### src/rtl/core/ple_pkg.sv
// Package for the piecewise-linear evaluator: sizes, codes and item types.
// Used by every module of the block but ple_ram; depends on nothing.
package ple_pkg;

   localparam int NUM_CURVES   = 16;
   localparam int MAX_SEGMENTS = 8;

   localparam int DATA_W    = 32;
   localparam int Q_FRAC    = 16;
   localparam int BP_STRIDE = MAX_SEGMENTS + 1;
   localparam int BP_DEPTH  = NUM_CURVES * BP_STRIDE;
   localparam int SEG_DEPTH = NUM_CURVES * MAX_SEGMENTS;
   localparam int BP_AW     = (BP_DEPTH > 1) ? $clog2(BP_DEPTH) : 1;
   localparam int SEG_AW    = (SEG_DEPTH > 1) ? $clog2(SEG_DEPTH) : 1;
   localparam int CURVE_AW  = (NUM_CURVES > 1) ? $clog2(NUM_CURVES) : 1;
   localparam int CNT_W     = $clog2(MAX_SEGMENTS + 1);

   localparam int QUEUE_DEPTH = 2;
   localparam int QPTR_W      = (QUEUE_DEPTH > 1) ? $clog2(QUEUE_DEPTH) : 1;
   localparam int QCNT_W      = $clog2(QUEUE_DEPTH + 1);

   localparam logic signed [DATA_W-1:0] RES_MAX = 32'sh7FFF_FFFF;
   localparam logic signed [DATA_W-1:0] RES_MIN = 32'sh8000_0000;

   localparam logic [2:0] MODE_LOAD_BP    = 3'd0;
   localparam logic [2:0] MODE_LOAD_SLOPE = 3'd1;
   localparam logic [2:0] MODE_LOAD_BASE  = 3'd2;
   localparam logic [2:0] MODE_LOAD_COUNT = 3'd3;
   localparam logic [2:0] MODE_EVAL       = 3'd4;

   localparam logic [1:0] STATUS_BELOW   = 2'd0;
   localparam logic [1:0] STATUS_SEGMENT = 2'd1;
   localparam logic [1:0] STATUS_BEYOND  = 2'd2;
   localparam logic [1:0] STATUS_LOADED  = 2'd3;

   typedef struct packed {
      logic [2:0]               mode;
      logic [3:0]               curve;
      logic [3:0]               index;
      logic signed [DATA_W-1:0] operand;
   } req_type;

   typedef struct packed {
      logic signed [DATA_W-1:0] result;
      logic [1:0]               status;
   } rsp_type;

   typedef enum logic [2:0] {
      CMD_WR_BP,
      CMD_WR_SLOPE,
      CMD_WR_BASE,
      CMD_WR_COUNT,
      CMD_EVAL,
      CMD_LOAD_NOP,
      CMD_EVAL_NOP
   } cmd_kind_type;

   typedef struct packed {
      cmd_kind_type             kind;
      logic [BP_AW-1:0]         bp_addr;
      logic [SEG_AW-1:0]        seg_addr;
      logic [CURVE_AW-1:0]      curve;
      logic [CNT_W-1:0]         count;
      logic signed [DATA_W-1:0] operand;
   } cmd_type;

endpackage

### src/rtl/core/ple_rspq.sv
// Result queue: a short queue of finished result items in front of the rsp_ ports.
// Depends on ple_pkg.
module ple_rspq (
   input  logic             clock,
   input  logic             reset,
   input  logic             push,
   output logic             ready,
   input  ple_pkg::rsp_type push_data,
   output logic             empty,
   input  logic             pop,
   output ple_pkg::rsp_type head_data
);
   import ple_pkg::*;

   rsp_type           slot_ff [QUEUE_DEPTH];
   logic [QPTR_W-1:0] wr_ptr_ff, wr_ptr_in;
   logic [QPTR_W-1:0] rd_ptr_ff, rd_ptr_in;
   logic [QCNT_W-1:0] count_ff, count_in;
   logic              do_push;
   logic              do_pop;

   assign ready   = (count_ff != QCNT_W'(QUEUE_DEPTH));
   assign empty   = (count_ff == '0);
   assign do_push = push && ready;
   assign do_pop  = pop && !empty;

   always_comb begin
      wr_ptr_in = wr_ptr_ff;
      rd_ptr_in = rd_ptr_ff;
      count_in  = count_ff;
      if (do_push) begin
         wr_ptr_in = (wr_ptr_ff == QPTR_W'(QUEUE_DEPTH - 1)) ? '0 : wr_ptr_ff + QPTR_W'(1);
      end
      if (do_pop) begin
         rd_ptr_in = (rd_ptr_ff == QPTR_W'(QUEUE_DEPTH - 1)) ? '0 : rd_ptr_ff + QPTR_W'(1);
      end
      if (do_push && !do_pop) begin
         count_in = count_ff + QCNT_W'(1);
      end else if (!do_push && do_pop) begin
         count_in = count_ff - QCNT_W'(1);
      end
   end

   always_ff @(posedge clock) begin
      if (reset) begin
         wr_ptr_ff <= '0;
         rd_ptr_ff <= '0;
         count_ff  <= '0;
      end else begin
         wr_ptr_ff <= wr_ptr_in;
         rd_ptr_ff <= rd_ptr_in;
         count_ff  <= count_in;
      end
   end

   always_ff @(posedge clock) begin
      if (do_push) begin
         slot_ff[wr_ptr_ff] <= push_data;
      end
   end

   assign head_data = slot_ff[rd_ptr_ff];

endmodule

### config.mk
export PLATFORM = sky130hd
export DESIGN_NAME = ple_rspq
export DESIGN_NICKNAME = d
export VERILOG_FILES = /design/src/rtl/core/ple_pkg.sv /design/src/rtl/core/ple_rspq.sv
export SDC_FILE = /design/constraint.sdc
export NUM_CORES = 1
export LEC_CHECK = 0
export BUFFER_PORTS_ARGS = -buffer_cell sky130_fd_sc_hd__clkbuf_2
export CAP_MARGIN = 20
export CORE_MARGIN = 2
export CORE_UTILIZATION = 50
export DETAILED_ROUTE_END_ITERATION = 10
export PLACE_DENSITY = 0.77
export SLEW_MARGIN = 5
export SYNTH_ARGS = -nofsm -noshare
export SYNTH_HDL_FRONTEND = slang
export SYNTH_SLANG_ARGS = --single-unit
### constraint.sdc
create_clock -name clock -period 2.4 [get_ports clock]
set_clock_uncertainty 0.2 [all_clocks]
set_input_delay 0.12 -clock clock [delete_from_list [all_inputs] [get_ports clock]]
set_output_delay 0.12 -clock clock [all_outputs]
set_load 0.02 [all_outputs]
* Yosys cells after proc, flatten, opt, wreduce, memory -nomap -nowiden
Memories as Yosys holds them, arrays and structs flattened. A register that Yosys moved wholly into a read port is not among the register bits. Index checks and enable logic that the tools add are counted. Widths: inputs -> output; s select.
Word-level totals: memories 1, memory bits (writable) 68, bits of input ports 38, register bits 4
Operators by class: equality and inequality tests 1, add/sub/neg operators 4, mux-type cells 8, reductions and logical operators 9
Memories:
- slot_ff | words 2, width 34, read ports 1, clocked after Yosys merged registers in 1, wr ports 1, line ple_rspq.sv:15 | rsp_type slot_ff [QUEUE_DEPTH];
Operators with widths (number):
- $mux 1 | 6
- $logic_and 1x1->1 | 4
- $mux 2 | 2
- $logic_not 1->1 | 3
- $add 1x1->1 const B | 2
- $add 2x1->2 const B | 1
- $logic_not 2->1 | 1
- $ne 2x2->1 const B | 1
- $reduce_bool 2->1 | 1
- $sub 2x1->2 const B | 1

* Depth between registers and ports, before layout
Gate-level depths: netlist of run 1.
depth in word-level cells 6, gate-level depth with buffers 6, gate-level depth less buffers 6

* Worst setup path after synthesis of run 1
OpenSTA, ideal clock, no wires.
path kind reg-to-reg, start point register count_ff[0], end point memory slot_ff[1][0] in the netlist's numbering, enable pin, setup time 0.394 ns, cell stages (with the launch flop) 3, data arrival time 1.614 ns, setup slack 0.192 ns, data required time 1.806 ns, path through dfxtp_1 nand2b_1 and3_1
Between the ends: cells in the longest elaborated chain, start to end 4
Ends and longest elaborated chain:
- start: declaration | line ple_rspq.sv:18 | logic [QCNT_W-1:0] count_ff, count_in;
- start signal: assignment | line ple_rspq.sv:52 | count_ff <= count_in;
- $ne 2x2->1 | line ple_rspq.sv:22 | assign ready = (count_ff != QCNT_W'(QUEUE_DEPTH));
- via ready | line ple_rspq.sv:7 | output logic ready,
- $logic_and 1x1->1 | line ple_rspq.sv:24 | assign do_push = push && ready;
- $mux 1 | line ple_rspq.sv:57 | if (do_push) begin
- $mux 1 (not written as such) | line ple_rspq.sv:58 | slot_ff[wr_ptr_ff] <= push_data;
- end: declaration | line ple_rspq.sv:15
The timed path passes the listed nets, and every way through them passes these cells.

==> run metrics, run 1 <==
Post-Syn Area=0.00267 mm^2; CTS resizes=0; Arrival @ worst endpoint=between 1500 and 2000 ps; CP Cell Sequence=buf_4, mux2_2, clkbuf_2; initial antenna violation count=0; via count=~1500; Routed Wire Length=4790 um; Power per Cell Area=approximately 950 mW/mm^2; Mapped Avg Cell Area=20.5 um^2; Die Height=77.1 um; syn_nets=169; Final Max Slew Viols=0; CTS Buf Count=9; fin area=0.00366 mm^2; # fillers=approximately 360; Antenna Cells=0; worst slew pin tran=roughly 350 ps; net count reported at finish=290; hold path cells=4; Slowest cell on crit path=mux2_2; Ys Warns=0; crit-path max cell delay=390 ps; DIE AREA=0.00594 mm^2; final RePlAce weighted congestion=0.696; CTS tree=built; Rows=26; Max-cap violations=0; hold buffers post-CTS=36; GRT Util Overall=approximately 17%; Reg clk slew, reported paths=70 ps; DR vias/cell=about 4.8; Worst Path Buf+Inv=2; Hold Path Origin=pop; Final ANT Viol Nets=0; Peak VDD IR=~0.54 mV; die span in x=around 77 um; Residual DRC=0; Post-DP Area=0.00315 mm^2; layout cells sized above 1=49.0%; #FFs+latches synth=73; setup violators final=0; first-pass GRT wire length=7670 um; power consumption=3470 uW; initial core utilization=51.9%; post-synth cell types=17; Avg WL per Cell=about 15 um; reg2reg start=count_ff[0]$_SDFFE_PP0P_; dominant cells by area after synthesis=edfxtp_1, mux2_2, dfxtp_1, xor2_1, buf_4; number of global-route vias before repair=1638; synth-to-layout area growth=37.1%; post-CTS setup buffers=0; period utilisation layout=76.6%; FMAX=0.544 GHz; Yosys top cell by area=edfxtp_1; Crit path required time=2080 ps; Initial DRC Count=73; Yosys top cell area share=76.5%; Post-DP HPWL=2780 um; Startpoint Class=register; PortBufs=73; I/O Pins=74; Syn Inst Count=130; FF-to-FF End=count_ff[1]$_SDFFE_PP0P_; Worst Path Max Fanout=24; RSZ-0062 raised after global routing=false; Setup CP Type=register to output port; CTS max path bufs=2; largest net degree at the start of global routing=28; GRT overflow=0; Root Buffer=clkbuf_8; Fin. Hold Viols=0; sequential area share after synthesis=80.2%; status=completed; setup TNS=0 ps; Max-slew headroom=between 70 and 80%; DR pass1 iterations=4; area of the core=just over 0.005 mm^2; R2R Setup Slk=560 ps; worst skew pair latency=330 ps; Leak=0.00142 uW; min Tclk post-route=1840 ps; # H-tree levels=3; Crit path max-delay family=buffers and inverters; clk sinks=73; endpoint class of the critical path=output port; reg2reg path depth=5; Hold Path Class=input pin to register
-- power breakdown --
group	switching, uW	leakage (uW)	internal, uW
clock	397	0.0000766	363
sequential	50.2	0.000676	1590
combinational	613	0.000666	456
total	1060	0.00142	2410
-- tightest hold or removal path, delay by kind of cell --
kind	cells	cell delay, ps
AO/OA/AOI/OAI	1	120
XOR/XNOR	1	100
buffers and inverters	1	80
AND/OR/NAND/NOR	1	80
-- layout by cell type (no fill, tap or decap), drive strengths merged --
| cell type | netlist | final |
|---|---|---|
| clkinvlp | 0 | 1 |
| a21oi | 2 | 2 |
| clkbuf | 0 | 84 |
| nor2 | 4 | 4 |
| inv | 1 | 1 |
| nand2b | 1 | 1 |
| xor2 | 3 | 3 |
| mux2 | 34 | 34 |
| dlygate4sd3 | 0 | 36 |
| and3 | 1 | 1 |
| dfxtp | 5 | 5 |
| buf | 4 | 5 |
| and2 | 1 | 1 |
| nand3b | 1 | 1 |
| or3 | 1 | 1 |
| o21ai | 2 | 2 |
| edfxtp | 68 | 68 |
| a21bo | 1 | 1 |
| ha | 1 | 1 |
| clkinv | 0 | 3 |
-- cell usage after synthesis (all sizes together) --
| cell | number |
|---|---|
| a21bo | 1 |
| a21oi | 2 |
| and2 | 1 |
| and3 | 1 |
| buf | 4 |
| dfxtp | 5 |
| edfxtp | 68 |
| ha | 1 |
| inv | 1 |
| mux2 | 34 |
| nand2b | 1 |
| nand3b | 1 |
| nor2 | 4 |
| o21ai | 2 |
| or3 | 1 |
| xor2 | 3 |
-- state kept, by name, indices dropped and copies added (netlist names), named ones only --
register	count
slot_ff	68
count_ff	2
wr_ptr_ff	1
rd_ptr_ff	1
-- area by class of cell --
class | count | area, um^2 | share of cell area [%]
multi-input combinational | 52 | 499 | 13.6
sequential | 73 | 2140 | 58.5
clock buffer | 11 | 131 | 3.59
tap | 70 | 87.6 | 2.39
inverter | 1 | 3.75 | 0.103
clock inverter | 4 | 21.3 | 0.581
timing repair buffer | 114 | 776 | 21.2
-- routing by layer --
| layer | share of wire [%] | GRT usage, % |
|---|---|---|
| met1 | 39 | 19.5 |
| met2 | 55 | 30.7 |
| met3 | 4.6 | 3.88 |
| met4 | 1.6 | 10.2 |
| met5 | 0 | 0 |
-- logic make-up after synthesis --
kind of cell	after synthesis	share of synthesized area [%]
adders and majority gates	1	0.469
xor gates and xnor gates	3	0.984
DFF	73	80.2
AOI/OAI and AO/OA	5	1.12
muxes	34	14.3
and+or+nand+nor	9	1.78
buffers and inverters	5	1.08
-- how the worst max path moves through the flow --
stage / from / end / slack [ps] / cells after the start
2_1_floorplan: count_ff[0]$_SDFFE_PP0P_ / slot_ff[1][0]$_DFFE_PP_ / 190 / 2
3_3_place_gp: count_ff[0]$_SDFFE_PP0P_ / count_ff[1]$_SDFFE_PP0P_ / 640 / 5
3_5_place_dp: count_ff[0]$_SDFFE_PP0P_ / count_ff[1]$_SDFFE_PP0P_ / 580 / 5
4_1_cts: register / head_data[24] / 530 / 3
5_1_grt: register / head_data[30] / 470 / 3
6_report: register / head_data[5] / 560 / 3
-- through the flow --
stage,cells,hold slack (ps),utilization (%),setup WS [ps]
after floorplan,130,-10.9,-,192
after global placement,274,109,61.2,639
after detailed placement,274,113,61.2,584
after CTS,325,2.52,71.2,530
after global routing,325,72.0,71.2,469
final,325,10.7,71.2,561
Power figures use the tool's default switching activity.
==> run 2: changes to the inputs <==
Clock period 2.4 ns to 1.7 ns, I/O delays scaled along.
==> run 2 against run 1 <==
Hold slack gained 150 ps. Sequential cell count is the same. Core utilization grew 4.0 points. Largest cell class unchanged. Critical endpoint is now head_data[3].
==> run metrics, run 2 (synthesis results as in run 1) <==
status=completed; worst hold margin=162 ps (+151 ps); net count reported at finish=297 (+2.4%); crit-path max cell delay=410 ps (+20 ps); via count=1579 (+2.1%); fin util=75.2% (+4.0 points); synth-to-layout area growth=44.8%; layout cells sized above 1=53.8% (+4.8 points); final RePlAce weighted congestion=0.722 (+3.7%); min Tclk post-route=~1700 ps; Post-DP HPWL=3010 um (+8.4%); Clock power frac=19.5% (-2.4 points); Initial DRC Count=79 (+8.2%); Routed Wire Length=4870 um (+1.8%); R2R Setup Slk=40 ps (-520 ps); Setup CP Type=register to output port; CTS Buf Count=9 (unchanged); Hold Path Origin=pop; Sequential Power Share=44.9% (-2.4 points); die span in x=77.1 um (unchanged); FF-to-FF End=count_ff[1]$_SDFFE_PP0P_; Rows=26 (unchanged); Net Sw Power=1560 uW (+47%); global routing met2 resource utilization=29.6% (-1.1 points); Root Buffer=clkbuf_8; number of global-route vias before repair=1627 (-0.67%); first-pass GRT wire length=7560 um (-1.5%); met1 usage=20.0% (+0.52 points); CP Cell Sequence=buf_4, mux2_2, clkbuf_2; Reg clk slew, reported paths=60 ps (about the same); Fin. Hold Viols=0 (unchanged); Hold Path Class=input pin to register; RSZ-0062 raised after global routing=true; clk sinks=73 (unchanged); global routing's busiest layer=met2; total stage count of the critical path=3 (unchanged); Leak=0.00149 uW (+5.2%); Slowest cell on crit path=dfxtp_4; # H-tree levels=3 (unchanged); Crit path required time=1410 ps (-670 ps); period utilisation layout=98.8%; initial antenna violation count=0 (unchanged); sw frac=29.8% (-0.77 points); Antenna Cells=0 (unchanged); setup violators final=0 (unchanged); Residual DRC=0 (unchanged); GR Util met3=4.00% (+0.12 points); GRT Util Overall=16.9% (-0.58 points); Crit path max-delay family=flip-flops; FMAX=just under 0.6 GHz; Largest Register=slot_ff; reg2reg start=count_ff[1]$_SDFFE_PP0P_; commonest cells after routing, fill and taps aside=edfxtp_1, clkbuf_2, dlygate4sd3_1; Max-cap violations=0 (unchanged); Power per Cell Area=1360 mW/mm^2 (+43%); Arrival @ worst endpoint=1390 ps (-130 ps); PortBufs=73 (unchanged); Peak VDD IR=1.01 mV (+88%); DIE AREA=0.00594 mm^2 (unchanged); Combinational Power Share=35.7% (+4.9 points); # fillers=331 (-7.3%); CTS tree=built; worst slew pin tran=322 ps (-27.6 ps); GRT overflow=0 (unchanged); area of the core=0.00514 mm^2 (unchanged); Largest register FFs=68 (unchanged); Max-slew headroom=78.4% (+1.7 points); Worst Path Max Fanout=6 (-75%); worst skew pair latency=320 ps (about the same); largest net degree at the start of global routing=23 (-18%); reg2reg path depth=4 (-1); Final ANT Viol Nets=0 (unchanged); Hold Crit Endpoint=rd_ptr_ff$_SDFFE_PP0P_; hold path cells=5 (+1); endpoint class of the critical path=output port; Avg WL per Cell=14.8 um (+0.23%); DR pass1 iterations=4 (unchanged); top flop regs=slot_ff: 68 flops, count_ff: 2 flops; I/O Pins=74 (unchanged); most common cell after layout, fill and taps aside=edfxtp_1; Worst Path Buf+Inv=2 (unchanged); Die Height=77.1 um (unchanged); DR vias/cell=4.78 (+0.52%); CTS max path bufs=2 (unchanged); initial core utilization=51.9% (unchanged); Startpoint Class=register; Final Max Slew Viols=0 (unchanged); Internal Pwr Total=3690 uW (+53%)
## run 2: area by class of cell
class,instances,area [um^2],area share (%)
clock buffer,11,131,3.40
clock inverter,2,8.76,0.227
inverter,1,7.51,0.194
multi-input combinational,52,543,14.0
sequential,73,2150,55.6
tap,70,87.6,2.27
timing repair buffer,121,938,24.3
## run 2: worst max-delay path by stage
stage	startpoint	end	slack (ps)
after floorplan	count_ff[0]$_SDFFE_PP0P_	slot_ff[0][0]$_DFFE_PP_	-30
after global placement	count_ff[1]$_SDFFE_PP0P_	count_ff[1]$_SDFFE_PP0P_	60
after detailed placement	count_ff[1]$_SDFFE_PP0P_	count_ff[1]$_SDFFE_PP0P_	-30
after CTS	register	head_data[1]	-10
after global routing	register	head_data[3]	-30
final	register	head_data[3]	20
## run 2: metrics by stage
| stage | instances | setup TNS, ps | power [uW] | worst slack (ps) | cell area (um^2) |
|---|---|---|---|---|---|
| final | 330 | 0 | 5250 | 20.1 | 3860 |
| after global routing | 330 | -385 | 5500 | -32.2 | 3860 |
| after CTS | 328 | -51.4 | 5070 | -13.0 | 3740 |
| after detailed placement | 279 | -32.6 | 3970 | -32.6 | 3240 |
| after global placement | 279 | 0 | 3930 | 60.2 | 3240 |
| after floorplan | 130 | -1170 | 3380 | -34.4 | 2680 |
## run 2: what timing repair did
item / CTS / global route
hold buffers: 36 / 0
pin swaps: 1 / 0
hold endpoints to repair: 73 / 0
setup endpoints to repair: 32 / 32
resized for setup: 4 / 42
gates cloned: 0 / 1
setup buffers: 0 / 1
## run 2: worst reg2reg max path, delay by kind of cell (launching register included)
kind | cells | cell delay [ps]
compound gates | 2 | 420
fa+ha+maj | 1 | 260
simple gates | 1 | 370
flops | 1 | 350
## run 2: routing by layer
layer,wire (um),up-vias
met1,2080,759
met3,179,8
li1,-,765
met2,2550,47
met5,0,-
met4,63,0
## run 2: power by group through the flow
stage	registers, uW	clock network [uW]	logic, uW
detailed placement	2380	0	1590
finish	2350	1020	1870
global placement	2360	0	1570
CTS	2350	1060	1670
floorplan	2350	0	1030
global route	2380	1120	2000
