**src/rtl/core/ple_pkg.sv**
```systemverilog
// Package for the piecewise-linear evaluator: sizes, codes and item types.
// Used by every module of the block but ple_ram; depends on nothing.
package ple_pkg;

   localparam int NUM_CURVES   = 16;
   localparam int MAX_SEGMENTS = 8;

   localparam int DATA_W    = 32;
   localparam int Q_FRAC    = 16;
   localparam int BP_STRIDE = MAX_SEGMENTS + 1;
   localparam int BP_DEPTH  = NUM_CURVES * BP_STRIDE;
   localparam int SEG_DEPTH = NUM_CURVES * MAX_SEGMENTS;
   localparam int BP_AW     = (BP_DEPTH > 1) ? $clog2(BP_DEPTH) : 1;
   localparam int SEG_AW    = (SEG_DEPTH > 1) ? $clog2(SEG_DEPTH) : 1;
   localparam int CURVE_AW  = (NUM_CURVES > 1) ? $clog2(NUM_CURVES) : 1;
   localparam int CNT_W     = $clog2(MAX_SEGMENTS + 1);

   localparam int QUEUE_DEPTH = 2;
   localparam int QPTR_W      = (QUEUE_DEPTH > 1) ? $clog2(QUEUE_DEPTH) : 1;
   localparam int QCNT_W      = $clog2(QUEUE_DEPTH + 1);

   localparam logic signed [DATA_W-1:0] RES_MAX = 32'sh7FFF_FFFF;
   localparam logic signed [DATA_W-1:0] RES_MIN = 32'sh8000_0000;

   localparam logic [2:0] MODE_LOAD_BP    = 3'd0;
   localparam logic [2:0] MODE_LOAD_SLOPE = 3'd1;
   localparam logic [2:0] MODE_LOAD_BASE  = 3'd2;
   localparam logic [2:0] MODE_LOAD_COUNT = 3'd3;
   localparam logic [2:0] MODE_EVAL       = 3'd4;

   localparam logic [1:0] STATUS_BELOW   = 2'd0;
   localparam logic [1:0] STATUS_SEGMENT = 2'd1;
   localparam logic [1:0] STATUS_BEYOND  = 2'd2;
   localparam logic [1:0] STATUS_LOADED  = 2'd3;

   typedef struct packed {
      logic [2:0]               mode;
      logic [3:0]               curve;
      logic [3:0]               index;
      logic signed [DATA_W-1:0] operand;
   } req_type;

   typedef struct packed {
      logic signed [DATA_W-1:0] result;
      logic [1:0]               status;
   } rsp_type;

   typedef enum logic [2:0] {
      CMD_WR_BP,
      CMD_WR_SLOPE,
      CMD_WR_BASE,
      CMD_WR_COUNT,
      CMD_EVAL,
      CMD_LOAD_NOP,
      CMD_EVAL_NOP
   } cmd_kind_type;

   typedef struct packed {
      cmd_kind_type             kind;
      logic [BP_AW-1:0]         bp_addr;
      logic [SEG_AW-1:0]        seg_addr;
      logic [CURVE_AW-1:0]      curve;
      logic [CNT_W-1:0]         count;
      logic signed [DATA_W-1:0] operand;
   } cmd_type;

endpackage

```
**src/rtl/core/ple_front.sv**
```systemverilog
// Front end: decodes each input item into a command and holds it in a short queue.
// Depends on ple_pkg.
module ple_front (
   input  logic             clock,
   input  logic             reset,
   input  logic             req_push,
   output logic             req_full,
   input  ple_pkg::req_type req_data,
   output logic             cmd_valid,
   input  logic             cmd_take,
   output ple_pkg::cmd_type cmd_data
);
   import ple_pkg::*;

   cmd_type           cmd_ff [QUEUE_DEPTH];
   logic [QPTR_W-1:0] wr_ptr_ff, wr_ptr_in;
   logic [QPTR_W-1:0] rd_ptr_ff, rd_ptr_in;
   logic [QCNT_W-1:0] count_ff, count_in;

   logic        accept;
   logic        curve_ok;
   logic [31:0] curve_ext;
   logic [3:0]  bp_idx;
   logic [3:0]  seg_idx;
   logic [31:0] bp_lin;
   logic [31:0] seg_lin;
   cmd_type     decoded;

   assign accept    = req_push && !req_full;
   assign curve_ext = {28'd0, req_data.curve};
   assign curve_ok  = curve_ext < 32'(NUM_CURVES);
   assign bp_idx    = (req_data.mode == MODE_EVAL) ? 4'd0 : req_data.index;
   assign seg_idx   = (req_data.mode == MODE_EVAL) ? 4'd0 : req_data.index;
   assign bp_lin    = curve_ext * 32'(BP_STRIDE) + {28'd0, bp_idx};
   assign seg_lin   = curve_ext * 32'(MAX_SEGMENTS) + {28'd0, seg_idx};

   always_comb begin
      decoded.bp_addr  = bp_lin[BP_AW-1:0];
      decoded.seg_addr = seg_lin[SEG_AW-1:0];
      decoded.curve    = curve_ext[CURVE_AW-1:0];
      decoded.operand  = req_data.operand;
      if (req_data.operand[DATA_W-1]) begin
         decoded.count = '0;
      end else if (req_data.operand > 32'(MAX_SEGMENTS)) begin
         decoded.count = CNT_W'(MAX_SEGMENTS);
      end else begin
         decoded.count = req_data.operand[CNT_W-1:0];
      end
      decoded.kind = CMD_LOAD_NOP;
      case (req_data.mode)
         MODE_LOAD_BP: begin
            if (curve_ok && ({28'd0, req_data.index} <= 32'(MAX_SEGMENTS))) begin
               decoded.kind = CMD_WR_BP;
            end
         end
         MODE_LOAD_SLOPE: begin
            if (curve_ok && ({28'd0, req_data.index} < 32'(MAX_SEGMENTS))) begin
               decoded.kind = CMD_WR_SLOPE;
            end
         end
         MODE_LOAD_BASE: begin
            if (curve_ok && ({28'd0, req_data.index} < 32'(MAX_SEGMENTS))) begin
               decoded.kind = CMD_WR_BASE;
            end
         end
         MODE_LOAD_COUNT: begin
            if (curve_ok) begin
               decoded.kind = CMD_WR_COUNT;
            end
         end
         MODE_EVAL: begin
            decoded.kind = curve_ok ? CMD_EVAL : CMD_EVAL_NOP;
         end
         default: begin
            decoded.kind = CMD_LOAD_NOP;
         end
      endcase
   end

   always_comb begin
      wr_ptr_in = wr_ptr_ff;
      rd_ptr_in = rd_ptr_ff;
      count_in  = count_ff;
      if (accept) begin
         wr_ptr_in = (wr_ptr_ff == QPTR_W'(QUEUE_DEPTH - 1)) ? '0 : wr_ptr_ff + QPTR_W'(1);
      end
      if (cmd_take && cmd_valid) begin
         rd_ptr_in = (rd_ptr_ff == QPTR_W'(QUEUE_DEPTH - 1)) ? '0 : rd_ptr_ff + QPTR_W'(1);
      end
      if (accept && !(cmd_take && cmd_valid)) begin
         count_in = count_ff + QCNT_W'(1);
      end else if (!accept && (cmd_take && cmd_valid)) begin
         count_in = count_ff - QCNT_W'(1);
      end
   end

   always_ff @(posedge clock) begin
      if (reset) begin
         wr_ptr_ff <= '0;
         rd_ptr_ff <= '0;
         count_ff  <= '0;
      end else begin
         wr_ptr_ff <= wr_ptr_in;
         rd_ptr_ff <= rd_ptr_in;
         count_ff  <= count_in;
      end
   end

   always_ff @(posedge clock) begin
      if (accept) begin
         cmd_ff[wr_ptr_ff] <= decoded;
      end
   end

   assign req_full  = (count_ff == QCNT_W'(QUEUE_DEPTH));
   assign cmd_valid = (count_ff != '0);
   assign cmd_data  = cmd_ff[rd_ptr_ff];

endmodule

```
**config.mk**
```make
export PLATFORM = sky130hd
export DESIGN_NAME = ple_front
export DESIGN_NICKNAME = d
export VERILOG_FILES = /design/src/rtl/core/ple_pkg.sv /design/src/rtl/core/ple_front.sv
export SDC_FILE = /design/constraint.sdc
export NUM_CORES = 1
export LEC_CHECK = 0
export BUFFER_PORTS_ARGS = -buffer_cell sky130_fd_sc_hd__buf_2
export CORE_MARGIN = 4
export CORE_UTILIZATION = 25
export DETAILED_ROUTE_END_ITERATION = 6
export PLACE_DENSITY = 0.44
export SLEW_MARGIN = 0
export SYNTH_ARGS = -nofsm -noshare
export SYNTH_HDL_FRONTEND = slang
export SYNTH_SLANG_ARGS = --single-unit
```
**constraint.sdc**
```tcl
create_clock -name clock -period 4.75 [get_ports clock]
set_clock_uncertainty 0.2 [all_clocks]
set_input_delay 0.95 -clock clock [delete_from_list [all_inputs] [get_ports clock]]
set_output_delay 0.95 -clock clock [all_outputs]
set_load 0.05 [all_outputs]
```
After elaboration in Yosys (flattened, before gate mapping)
Memory sizes are Yosys's and may differ from the RTL's. A register that Yosys moved wholly into a read port is not among the register bits.
Cells that the tools add are included.
Widths: inputs -> output; s select.
- $add $sub $neg: 6
- $mul: 1
- order comparisons: 4
- equality and inequality tests: 5
- mux-type cells: 17
- reductions and logical operators: 12
- operator list (kind ; number):
    $gt 32x5->1 const B ; 1
    $pmux 3 s5 ; 1
    $mux 3 ; 4
    $mux 4 ; 3
    $add 8x4->8 ; 1
    $mul 4x4->8 const B ; 1
    $add 7x4->7 ; 1
    $eq 3x2->1 const B ; 2
    $logic_and 1x1->1 ; 6
    $mux 1 ; 6
    $mux 2 ; 3
    $lt 4x5->1 const B ; 1
    $le 4x4->1 const B ; 1
    $lt 4x4->1 const B ; 1
    $reduce_bool 2->1 ; 2
    $eq 3x1->1 const B ; 1
    $eq 3x3->1 const B ; 1
    $logic_not 1->1 ; 3
    $logic_not 3->1 ; 1
    $add 1x1->1 const B ; 2
    $add 2x1->2 const B ; 1
    $eq 2x2->1 const B ; 1
    $sub 2x1->2 const B ; 1
- register bits: 4
- bits in writable memories: 116
- input port bits: 47
- output and inout bits: 60
- memories kept: 1
- memories (memory ; depth ; bits a word ; read ports ; clocked after Yosys merged registers in ; write ports ; line ; RTL):
    cmd_ff ; 2 ; 58 ; 1 ; 1 ; 1 ; ple_front.sv:15 ; cmd_type cmd_ff [QUEUE_DEPTH];

Logic depth before layout (Yosys ltp)
Gate-level depths: netlist of run 1.
- depth after elaboration: 7
- depth in mapped cells: 11
- gate-level depth less buffers: 11

Worst setup path before layout of run 1
Ideal clock, no wire load.
- path type: input port to flip-flop
- from: input req_push
- to: memory cmd_ff[0][0] (netlist name), enable pin
- data arrival time: 3.465 ns
- path slack: 0.611 ns
- cell stages on the path: 2
- buffers on the path: 0
- cell sequence: nand2_1 nor2_1
- longest elaborated chain between the ends: 3
- RTL lines (item ; line ; RTL):
    start, declared ; ple_front.sv:6 ; input logic req_push,
    $logic_and 1x1->1 ; ple_front.sv:29 ; assign accept = req_push && !req_full;
    $mux 1 ; ple_front.sv:110 ; if (accept) begin
    $mux 1 (not written as such) ; ple_front.sv:111 ; cmd_ff[wr_ptr_ff] <= decoded;
    end, declared ; ple_front.sv:15 ;
Every way passes these cells.

==> run metrics, run 1 <==
CTS max path bufs 2; largest net degree at the start of global routing 59; status completed; Netlist cell types 34; Die Span Y 148 µm; IO buf count 106; Post-DP HPWL 7080 µm; final sum of negative setup slack 0 ns; Post-DRT Antenna Nets 0; Starting Density 0.258; Synth Cell Area 4890 µm²; commonest register cell after synthesis edfxtp_1; Layout area overhead 28.8%; grt ovf 0; Slew headroom 0.414; Syn Area/Cell 18.0 µm²; fin crit share 0.715; Final Cell Area 6310 µm²; Critical Path Start Type flip-flop; DRC 0; WHS Endpoint count_ff[1]; post-synthesis async set-or-reset flop share 0; maximum vdd ir drop 0.276 mV; Inst Count DP 635; total track usage 0.103; vias in the first global route 3,109; Final setup viols 0; Area contributors post-synth edfxtp_1, mux2_2, ha_1, dfxtp_1, xor2_1; post-synth top area cell edfxtp_1; die width 148 µm; setup repair bufs after CTS 0; clock transition at the registers of the reported paths 0.05 ns; FP Rows 50; Pwr Density 637 nW/µm²; max-slew violations 0; layout cells sized above 1 0.489; clock sink count 121; syn nets 334; CP arrival 2.25 ns; nets@finish 456; Root Buffer clkbuf_16; worst min path class flip-flop to flip-flop; net switching power 0.00148 W; actual slew at the worst max-slew pin 0.879 ns; Sw Ratio 0.369; worst hold start count_ff[1]; YS warnings 0; DR vias 2,790; Combinational Power Share 0.336; initial antenna violation count 0; Worst Reg-to-Reg Cells 4; Routed WL 10,900 µm; R2R Path End cmd_ff[0][0]; Starting DRT DRC Count 109; EDFF count, synth 116; Tmin final 3.40 ns; worst r2r src count_ff[0]; Clock power frac 0.307; drt first pass iters 3; # Max-Cap Violations 0; CTS tree yes; Inserted Diodes 0; worst setup margin 1.35 ns; most common library cells after synthesis edfxtp_1, mux2_2, ha_1; Seq pwr share 0.357; placed cell areas 5740 µm²; CTS buffer count 17; cts hold-fix bufs 0; RSZ-0062 raised after global routing false; global-route wire length before repair 17,000 µm; area of the die 21,900 µm²; fill count 1,874; Final Hold Fails 0; fmax 295 MHz; GPL Wtd Cong 0.745; core area 19,000 µm²; Reg2Reg Setup Slack 2.49 ns; top-count cell post-synth edfxtp_1; Skew-Pair Late Insertion Delay 0.41 ns; Leak 2.34 nW; top-area cell type share of the netlist area 0.712; register area share after synthesis 0.732; IO Count 107; CP max FO 47; Crit path required time 3.60 ns; drt wl/cell 16.3 µm; Critical Path End Type output port; post-synthesis cell count 272; Hold Path Cell Cnt 2; post-place setup slack 1.32 ns; final cell count without fillers 667; PostCTS Resize Cnt 0; internal power 0.00253 W; H-tree depth 4; critical path class flip-flop to output port; Vias/cell 4.18; number of synthesized register bits 121
-- metrics by stage --
stage	power, W	hold slack, ns	util
2_1_floorplan	0.00251	0.261	-
3_3_place_gp	0.00282	0.277	0.303
3_5_place_dp	0.00284	0.314	0.303
4_1_cts	0.00409	0.322	0.333
5_1_grt	0.00421	0.361	0.333
6_report	0.00402	0.309	0.333
-- cell usage in the layout (no fill, tap or decap), types with 3 or more instances in the layout --
cell	n
clkinv_2	5
buf_2	106
clkbuf_16	17
clkbuf_1	4
nor2_1	9
dfxtp_1	4
nor4_1	6
mux2_2	57
xor2_1	5
xnor2_1	4
o21ai_0	4
nand2_1	4
a21oi_1	3
nor2b_1	6
inv_1	7
buf_4	3
ha_1	14
edfxtp_1	116
and2_1	4
-- critical path, stage by stage (launching register included) --
cell and delay [ns]:
dfxtp_2 0.52, buf_4 0.63, mux2_2 0.44, buf_2 0.22
-- how the worst max path moves through the flow --
stage                     slack (ns)             to          from
after floorplan                 0.61   cmd_ff[0][0]      req_push
after global placement          1.35  cmd_ff[0][52]  req_data[41]
after detailed placement        1.32  cmd_ff[0][52]  req_data[41]
after CTS                       1.26   cmd_data[54]     flip-flop
after global routing            1.21   cmd_data[54]     flip-flop
final                           1.35   cmd_data[52]     flip-flop
-- metal layers --
layer	vias up	wire length [µm]	global-route usage
met5	-	0	0
met4	0	206	0.0462
met3	17	628	0.0377
met2	90	4910	0.159
met1	1384	5140	0.130
li1	1299	-	-
-- power groups by stage --
stage                     clock (W)  combinational, W  sequential (W)
final                       0.00123           0.00135         0.00144
after global routing        0.00132           0.00144         0.00145
after CTS                   0.00127           0.00138         0.00144
after detailed placement          0           0.00138         0.00146
after global placement            0           0.00137         0.00145
after floorplan                   0           0.00107         0.00144
-- area by class of cell --
cell class	instances	area, µm²	share of cell area
well taps	260	325	0.0516
clock inverters	9	100	0.0159
multi-input cells	138	1250	0.198
flip-flops and latches	121	3580	0.568
clock buffers	23	468	0.0742
repair buffers	109	553	0.0877
inverters	7	26.3	0.00417
-- registers in the layout (all words and copies together), names as in the netlist, named ones only --
| name | cells |
|---|---|
| cmd_ff | 116 |
| count_ff | 2 |
| rd_ptr_ff | 1 |
| wr_ptr_ff | 1 |
-- cells by family (layout without fill, tap and decap cells) --
family,after synthesis,in the layout,share of synthesized area
adders and majority gates,15,15,0.0399
DFF,121,121,0.732
AOI/OAI and AO/OA,13,13,0.0164
buffers and inverters,13,148,0.0146
muxes,58,58,0.133
xor gates and xnor gates,9,9,0.0161
and+or+nand+nor,43,43,0.0475
Power figures use the tool's default switching activity.
==> run 2: changes to the inputs <==
- ABC_AREA: unset -> 1
- clock period: 4.75 -> 3.2 ns (I/O delays scaled with it)
==> run 2 against run 1 <==
Effect of this change:
- design area increased by 4.9%
- register-to-register slack got worse by 1.5 ns
- clock-buffer cell count decreased by 4
- critical endpoint is now cmd_data[7]
==> run metrics, run 2 <==
Setup crit end cmd_data[7]; top-count cell post-synth edfxtp_1; YS warnings 0; clock transition at the registers of the reported paths 0.05 ns; actual slew at the worst max-slew pin 0.746 ns; Combinational Power Share 0.312; core area 19,800 µm²; GPL Wtd Cong 0.736; fmax 366 MHz; Vias/cell 4.11; CP max FO 25; syn nets 382; initial antenna violation count 0; post-synth top area cell edfxtp_1; Inserted Diodes 0; Clock power frac 0.332; # Max-Cap Violations 0; buffers and inverters on the worst path 2; Pwr Density 900 nW/µm²; Layout area overhead 29.7%; Final setup viols 0; Levels on crit path 3; Synth Area in Compound Gates 0.0162; clock sink count 121; grt ovf 0; Tmin final 2.73 ns; worst r2r src count_ff[1]; nets@finish 507; post-synthesis cell count 320; hold_ws 0.234 ns; Syn Area/Cell 15.9 µm²; PostCTS Resize Cnt 0; worst min path class input port to flip-flop; FP Rows 51; final sum of negative setup slack 0 ns; Leak 2.55 nW; layout cells sized above 1 0.450; most frequent cells in the layout edfxtp_1, buf_2, nor2_1, mux2_2, mux2_4; Post-DRT Antenna Nets 0; Starting DRT DRC Count 109; CP peak stage delay 0.59 ns; setup repair bufs after CTS 0; max-slew violations 0; Post-DP HPWL 7520 µm; Area contributors post-synth edfxtp_1, mux2_2, mux2_4, ha_1, nor2_1; CP top delay family flip-flops; IO buf count 106; post-synthesis mux area share 0.143; largest net degree at the start of global routing 59; xor-xnor portion of the synthesized cell area 0.00858; total track usage 0.101; post-synthesis adder-cell area fraction 0.0383; Worst Reg-to-Reg Cells 8; IO Count 107; combinational family with the most area after synthesis multiplexers; post-synthesis async set-or-reset flop share 0; multi-input logic area 1410 µm²; net switching power 0.00209 W; Crit path required time 2.36 ns; top flop regs cmd_ff x116, count_ff x2; post-place setup slack 0.156 ns; fill count 1,989; die width 151 µm; worst path cell trace buf_4 > mux2_2 > buf_2; R2R Path End count_ff[1]; DRC 0; Reg2Reg Setup Slack 0.95 ns; max reg flops 116; status completed; vias in the first global route 3,103; Die Span Y 151 µm; CTS max path bufs 2; critical path class flip-flop to output port; drt wl/cell 15.5 µm; worst setup margin 0.471 ns; Final Hold Fails 0; Routed WL 11,200 µm; Slew headroom 0.498; register area share after synthesis 0.702; Seq pwr share 0.355; global-route wire length before repair 16,900 µm; Starting Density 0.258; maximum vdd ir drop 0.426 mV; Netlist cell types 26; drt first pass iters 4; Most flops, register cmd_ff; fin crit share 0.853; Critical Path Slowest Stage Cell dfxtp_4; area of the die 22,800 µm²; commonest register cell after synthesis edfxtp_1; simple-gate portion of the synthesized area 0.0667; Critical Path Start Type flip-flop; worst hold start req_data[13]; Final Core Density 0.334; EDFF count, synth 116; FF+latch area 3590 µm²; CP arrival 1.89 ns; number of synthesized register bits 121; Sw Ratio 0.351; most common library cells after synthesis edfxtp_1, nor2_1, mux2_2; cts hold-fix bufs 0; Root Buffer clkbuf_16; Synth Cell Area 5100 µm²; CTS buffer count 17; RSZ-0062 raised after global routing false; Skew-Pair Late Insertion Delay 0.41 ns; H-tree depth 4; commonest non-fill, non-tap cell in the layout edfxtp_1; Critical Path End Type output port; internal power 0.00386 W; top-area cell type share of the netlist area 0.683; DR vias 2,968; CTS tree yes
[run 2: cell types whose count changed after synthesis, sizes merged, moves of 6 or more]
cell / previous run / this run
nor2: 11 / 43
inv: 7 / 21
nand2: 4 / 16
a21oi: 3 / 9
nor2b: 6 / 0
nor4: 6 / 0
[run 2: per-layer routing]
| layer | track usage | part of all wire | vias to the layer above |
|---|---|---|---|
| li1 | - | - | 1430 |
| met1 | 0.126 | 0.46 | 1460 |
| met2 | 0.159 | 0.48 | 67 |
| met3 | 0.0308 | 0.037 | 11 |
| met4 | 0.0462 | 0.016 | 0 |
| met5 | 0 | 0 | - |
[run 2: worst min path at each step]
stage / endpoint / slack (ns) / cells after the start
after detailed placement: flip-flop / 0.27 / 2
after global routing: cmd_ff[1][25] / 0.21 / 1
after floorplan: flip-flop / 0.25 / 2
final: cmd_ff[0][13] / 0.23 / 1
after CTS: cmd_ff[0][20] / 0.21 / 1
after global placement: flip-flop / 0.26 / 2
[run 2: layout make-up]
cell class,instances,share of cell area
multi-input cells,172,0.212
flip-flops and latches,121,0.542
inverters,21,0.0119
clock buffers,19,0.0655
well taps,265,0.0501
clock inverters,13,0.0269
repair buffers,112,0.0908
[run 2: logic make-up (layout without fill, tap and decap cells)]
| kind of cell | after synthesis | in the layout |
|---|---|---|
| xor gates and xnor gates | 5 | 5 |
| adders and majority gates | 15 | 15 |
| and+or+nand+nor | 79 | 79 |
| AOI/OAI and AO/OA | 15 | 15 |
| muxes | 58 | 58 |
| DFF | 121 | 121 |
| buffers and inverters | 27 | 165 |
[run 2: stage by stage]
stage | std cells | cell area (µm²) | power [W]
2_1_floorplan | 320 | 5110 | 0.00359
3_3_place_gp | 691 | 6000 | 0.00403
3_5_place_dp | 691 | 6000 | 0.00405
4_1_cts | 723 | 6610 | 0.00606
5_1_grt | 723 | 6610 | 0.00622
6_report | 723 | 6610 | 0.00595
[run 2: power groups by stage]
stage               sequential [W]  combinational [W]  clock, W
CTS                        0.00212            0.00190   0.00203
detailed placement         0.00215            0.00190         0
finish                     0.00211            0.00186   0.00198
floorplan                  0.00210            0.00149         0
global placement           0.00214            0.00189         0
global route               0.00214            0.00197   0.00211
==> run 3: changes to the inputs <==
- CORE_ASPECT_RATIO: unset -> 1.25
==> run 3 against run 2 <==
Effect of this change:
- combinational power about the same
- global-route usage increased by 0.32 points
- critical path type is now input port to flip-flop
- critical path depth rose by 6
- register-to-register slack about the same
- sequential cell count unchanged
- fmax increased by 3.9%
- sequential share of layout area decreased by 0.43 points
- critical endpoint is now cmd_ff[1][52]
- worst hold slack worse by 0.0025 ns
- first-iteration DRC count grew 25%
==> run metrics, run 3 (same netlist as run 2, synthesis figures left out) <==
max reg flops 116; R2R Path End count_ff[1]; FP Rows 58; Sw Ratio 0.351; fin crit share 0.821; hold_ws 0.231 ns; Clock power frac 0.349; worst path cell trace buf_2 > nor3_1 > nor2_1 > ha_1 > ha_1 > inv_1 > fa_1 > o21ai_0 > xor2_1; met2 routed WL 5830 µm; internal power 0.00396 W; Post-DRT Antenna Nets 0; layout cells sized above 1 0.458; Final Core Density 0.332; Crit path required time 3.14 ns; Starting Density 0.254; Hold Path Cell Cnt 1; vias in the first global route 3,280; final cell count without fillers 729; fill count 2,023; nets@finish 508; Skew-Pair Late Insertion Delay 0.41 ns; CP max FO 4; drt wl/cell 15.6 µm; DR vias 3,017; Leak 2.59 nW; setup repair bufs after CTS 0; cts hold-fix bufs 0; buffers and inverters on the worst path 2; net switching power 0.00215 W; H-tree depth 4; CTS buffer count 17; # Max-Cap Violations 0; Inserted Diodes 0; status completed; met1 wire length 4580 µm; post-place setup slack 0.165 ns; total track usage 0.104; area of the die 22,800 µm²; WHS Endpoint cmd_ff[1][28]; clock transition at the registers of the reported paths 0.06 ns; drt first pass iters 4; IO buf count 106; most frequent cells in the layout edfxtp_1, buf_2, nor2_1, mux2_2, mux2_4; Critical Path End Type flip-flop; global-route wire length before repair 17,600 µm; grt ovf 0; fmax 381 MHz; die width 136 µm; DRC 0; Most flops, register cmd_ff; met3 wire len 785 µm; PostCTS Resize Cnt 0; worst setup margin 0.574 ns; Die Span Y 168 µm; Reg2Reg Setup Slack 0.96 ns; core area 20,100 µm²; top flop regs cmd_ff x116, count_ff x2; Final setup viols 0; Vias/cell 4.14; Combinational Power Share 0.309; RSZ-0062 raised after global routing false; maximum vdd ir drop 0.385 mV; commonest non-fill, non-tap cell in the layout edfxtp_1; initial antenna violation count 0; CP top delay family adder cells; Routed WL 11,400 µm; CTS tree yes; CP peak stage delay 0.39 ns; max-slew violations 0; Post-DP HPWL 7930 µm; Pwr Density 916 nW/µm²; clock sink count 121; Starting DRT DRC Count 136; Max Used Layer met4; most used cell, CP ha_1; Slew headroom 0.516; Inst Count DP 697; Layout area overhead 30.7%; critical path class input port to flip-flop; Final Hold Fails 0; Critical Path Slowest Stage Cell fa_1; Worst Reg-to-Reg Cells 8; Critical Path Start Type input port; IO Count 107; Tmin final 2.63 ns; final sum of negative setup slack 0 ns; worst r2r src count_ff[1]; largest net degree at the start of global routing 37; worst hold start req_data[28]; CTS max path bufs 2; Seq pwr share 0.342; GPL Wtd Cong 0.781; Root Buffer clkbuf_16; CP arrival 2.57 ns; actual slew at the worst max-slew pin 0.719 ns; worst min path class input port to flip-flop
run 3: power by group through the flow:
stage	combinational (W)	sequential [W]	clock [W]
floorplan	0.00149	0.00210	0
global placement	0.00192	0.00211	0
detailed placement	0.00192	0.00212	0
CTS	0.00193	0.00209	0.00219
global route	0.00201	0.00211	0.00227
finish	0.00189	0.00209	0.00213
run 3: worst max-delay path by stage:
stage                             from  cells past startpoint            end  slack, ns
final                     req_data[40]                      9  cmd_ff[1][52]       0.57
after global routing      req_data[40]                     10  cmd_ff[0][54]       0.47
after CTS                    flip-flop                      3    cmd_data[2]       0.54
after detailed placement  req_data[40]                      9  cmd_ff[1][52]       0.16
after global placement    req_data[41]                      9  cmd_ff[0][52]       0.19
after floorplan               req_push                      2   cmd_ff[1][0]       0.23
run 3: layout make-up:
cell class | count | area (µm²) | area share
Timing Repair Buffer | 113 | 596 | 0.0893
Inverter | 21 | 78.8 | 0.0118
Clock buffer | 17 | 425 | 0.0638
Tap cell | 270 | 338 | 0.0507
Sequential cell | 121 | 3590 | 0.538
Clock inverter | 15 | 236 | 0.0355
Multi-Input combinational cell | 172 | 1410 | 0.211
run 3: stage by stage:
step	power, W	instance area, µm²
global route	0.00639	6670
detailed placement	0.00404	6000
CTS	0.00621	6670
floorplan	0.00359	5110
global placement	0.00404	6000
finish	0.00611	6670
run 3: layer usage:
layer	up-vias	GRT usage
met5	-	0
met4	0	0.0460
met3	13	0.0343
met2	90	0.178
met1	1474	0.117
li1	1440	-
